<file path="src/hw/rtl/tfn_pkg.sv">
package tfn_pkg;

  // widths fixed by the stream fields
  localparam int IN_W   = 16;
  localparam int OUT_W  = 16;
  localparam int N_CORD = 9;
  localparam int N_COMP = 3;

endpackage

</file>
<file path="src/hw/rtl/tfn_sqrt_step.sv">
// One bit of the restoring square-root search s = floor(sqrt(R / L)), three lanes.
// a holds s^2*L and b holds s*L for the bits decided so far.
module tfn_sqrt_step #(
  parameter int AW  = 102,
  parameter int LW  = 70,
  parameter int SBW = 16,
  parameter int BIT = 0
) (
  input  logic [LW-1:0]  l,
  input  logic [AW-1:0]  r      [tfn_pkg::N_COMP],
  input  logic [AW-1:0]  a      [tfn_pkg::N_COMP],
  input  logic [AW-1:0]  b      [tfn_pkg::N_COMP],
  input  logic [SBW-1:0] s      [tfn_pkg::N_COMP],
  output logic [AW-1:0]  a_next [tfn_pkg::N_COMP],
  output logic [AW-1:0]  b_next [tfn_pkg::N_COMP],
  output logic [SBW-1:0] s_next [tfn_pkg::N_COMP]
);

  logic [AW-1:0] l_ext;
  logic [AW-1:0] trial_a [tfn_pkg::N_COMP];
  logic [AW-1:0] trial_b [tfn_pkg::N_COMP];

  assign l_ext = AW'(l);

  always_comb begin
    for (int i = 0; i < tfn_pkg::N_COMP; i++) begin
      // (s + 2^k)^2 L = s^2 L + 2^(k+1) s L + 2^(2k) L
      trial_a[i] = a[i] + (b[i] << (BIT + 1)) + (l_ext << (2 * BIT));
      trial_b[i] = b[i] + (l_ext << BIT);
      if (trial_a[i] <= r[i]) begin
        a_next[i] = trial_a[i];
        b_next[i] = trial_b[i];
        s_next[i] = s[i] | (SBW'(1) << BIT);
      end else begin
        a_next[i] = a[i];
        b_next[i] = b[i];
        s_next[i] = s[i];
      end
    end
  end

endmodule

</file>
<file path="config.mk">
export PLATFORM = sky130hd
export DESIGN_NAME = tfn_sqrt_step
export DESIGN_NICKNAME = d
export VERILOG_FILES = /design/src/hw/rtl/tfn_pkg.sv /design/src/hw/rtl/tfn_sqrt_step.sv
export SDC_FILE = /design/constraint.sdc
export NUM_CORES = 2
export LEC_CHECK = 0
export BUFFER_PORTS_ARGS = -buffer_cell sky130_fd_sc_hd__buf_2
export CORE_AREA = 2 2 658 660
export DETAILED_ROUTE_END_ITERATION = 12
export DIE_AREA = 0 0 660 662
export PLACE_DENSITY = 0.3
export SETUP_SLACK_MARGIN = 0.02
export SYNTH_ARGS = -nofsm -noshare
export SYNTH_HDL_FRONTEND = slang
export SYNTH_SLANG_ARGS = --single-unit
</file>
<file path="constraint.sdc">
create_clock -name vclk -period 19
set_clock_uncertainty 0.05 [all_clocks]
set_input_delay 1.9 -clock vclk [all_inputs]
set_output_delay 1.9 -clock vclk [all_outputs]
set_load 0.02 [all_outputs]
</file>
==> metrics.yaml <==
final_hold_viol_count: 0
syn_area_mm2: 0.0517
multiInputGateArea_mm2: 0.0485
ios: 1696
area_growth_pct: 28.1
die_x_um: 660
syn_nets: 9357
synth_top_area_share_pct: 22.1
fin_setup_tns_ps: 0
synth-warning-count: 0
start_kind: "primary input"
clkbuf_count: 0
yosys.area.top_type: "ha_1"
cap_violations: 0
cp.arrival_ps: 12360
gp_congestion: 0.920
place_ws_ps: 4800
fmax_ghz: 0.0699
critPathMaxFanout: 84
fin_crit_sh_pct: 75.3
grt.total_usage_pct: 19.1
overflow: 0
cts_hold_buf: 0
drc: 0
cts_setup_buffers: 0
numPortBuffers: 1606
register_area_um2: 0
synthCells: 7196
outcome: "finished, final reports clean"
synth_seq_area_share_pct: 0
start_util_pct: 12.0
grt_pass1_vias: 61700
antenna_found_initial: 196
nets: 10700
netlist_top_cells_area: "ha_1 22%, fa_1 8.2%, a21oi_1 7.1%, mux2_2 6.8%, a21o_1 5.9%"
rsz0062_at_grt: "false"
hp-class: "primary input to output pin"
setup_viol: 0
core_area_mm2: 0.430
rows: 241
grt_max_degree: 141
firstDrtPassIters: 6
wl_per_cell_um: 30.8
dpl.hpwl_mm: 410
nFillCells: 50200
ant_nets: 0
cts_resized: 0
die_h_um: 662
via_per_inst: 4.29
drtIter0Drc: 3863
slew_viol_final: 0
drive_above_1_share_pct: 24.3
yosysUniqueCellTypes: 86
worst_pin_slew_ps: 1350
seq_cells: 0
worstPathRequired_ps: 17050
grt_pass1_wl_mm: 570
wirelength_mm: 440
postSynthAreaPerCell_um2: 7.19
worstSetupPathType: "primary input to output pin"
slew_headroom_pct: 9.38
layout_setup_ws_ps: 4690
fin_crit_ps: 14310
cp-end-kind: "output pin"
vias: 61400
dieArea_mm2: 0.437
cells in the final DEF, fill, tap and decap left out, types with 24 or more instances in the layout:
cell      instances
ha_1            912
mux2_2          312
a21o_1          404
nor2_1          381
inv_1           478
fa_1            213
o31ai_1          33
diode_2          80
or2_2            27
nand3_1         131
nor4_1           44
xor2_1          247
a21oi_1         733
a21boi_0         24
or3_1            29
nand2b_1         49
buf_4            74
nor3_1          103
and2_1           39
o211ai_1         36
a211oi_1         50
xnor2_1         343
nand4_1         292
a31oi_1          60
nand2_1         704
o21bai_1        111
and3_1           63
o21ai_0         588
nor2b_1          65
buf_2          1606
o21a_1           58
layout make-up:
class / count / share of cell area, %
inverter: 478 / 2.71
timing repair buffer: 1683 / 13.1
tap: 5710 / 10.8
multi-input combinational: 6350 / 73.1
antenna: 80 / 0.302
through the flow:
stage,std cells,util (%),hold slack (ps),instance area (um2)
after floorplan,7196,-,3860,51700
after global placement,14200,15.4,3750,66000
after detailed placement,14200,15.4,3750,66000
after CTS,14200,15.4,3750,66000
after global routing,14300,15.4,3750,66200
final,14300,15.4,3750,66200
routing by layer:
layer	part of all wire, %	global-route usage, %	wire length [um]
met5	0.12	0	543
met2	50	34.1	218000
met4	2.5	4.46	11200
met1	42	23.6	187000
met3	5.4	3.43	23800
worst paths after layout:
check,startpoint,end,slack (ps),depth (start not counted)
max,l[18],b_next[177],4690,28
min,s[12],s_next[12],3750,0
worst max-delay path, cell delays in order:
cell,delay [ps]
buf_2,450
fa_1,520
ha_1,450
nand4_1,240
nor4_2,440
a221oi_1,190
o211ai_1,120
a41oi_1,130
nor3_1,650
a41oi_1,530
o21a_1,380
o31a_1,440
o41ai_1,460
xor2_1,160
ha_1,330
nand4_1,180
nor4_1,930
nand3_1,220
nor3_1,590
and4_1,370
o41ai_1,120
nand3_1,140
a21boi_4,700
buf_4,760
or2_2,350
nor3_1,90
xor2_1,180
buf_2,200
synthesized netlist by cell type, types with 58 or more instances:
cell type	instances
ha_1	912
fa_1	213
nor2_1	382
nor3_1	103
o21ai_0	589
xor2_1	247
nand3_1	131
xnor2_1	345
inv_1	478
o21a_1	58
a21o_1	404
clkbuf_1	302
a21oi_1	735
mux2_2	312
and3_1	63
o21bai_1	111
a31oi_1	60
nand2_1	704
nand4_1	292
nor2b_1	65
cell families after synthesis:
group / count (synthesis) / synth area share (%)
multiplexers: 319 / 6.93
buffers and inverters: 846 / 6.49
AO/OA/AOI/OAI: 2317 / 27.6
XOR/XNOR: 592 / 10.0
AND/OR/NAND/NOR: 1997 / 18.6
adder cells (fa/ha/maj): 1125 / 30.3
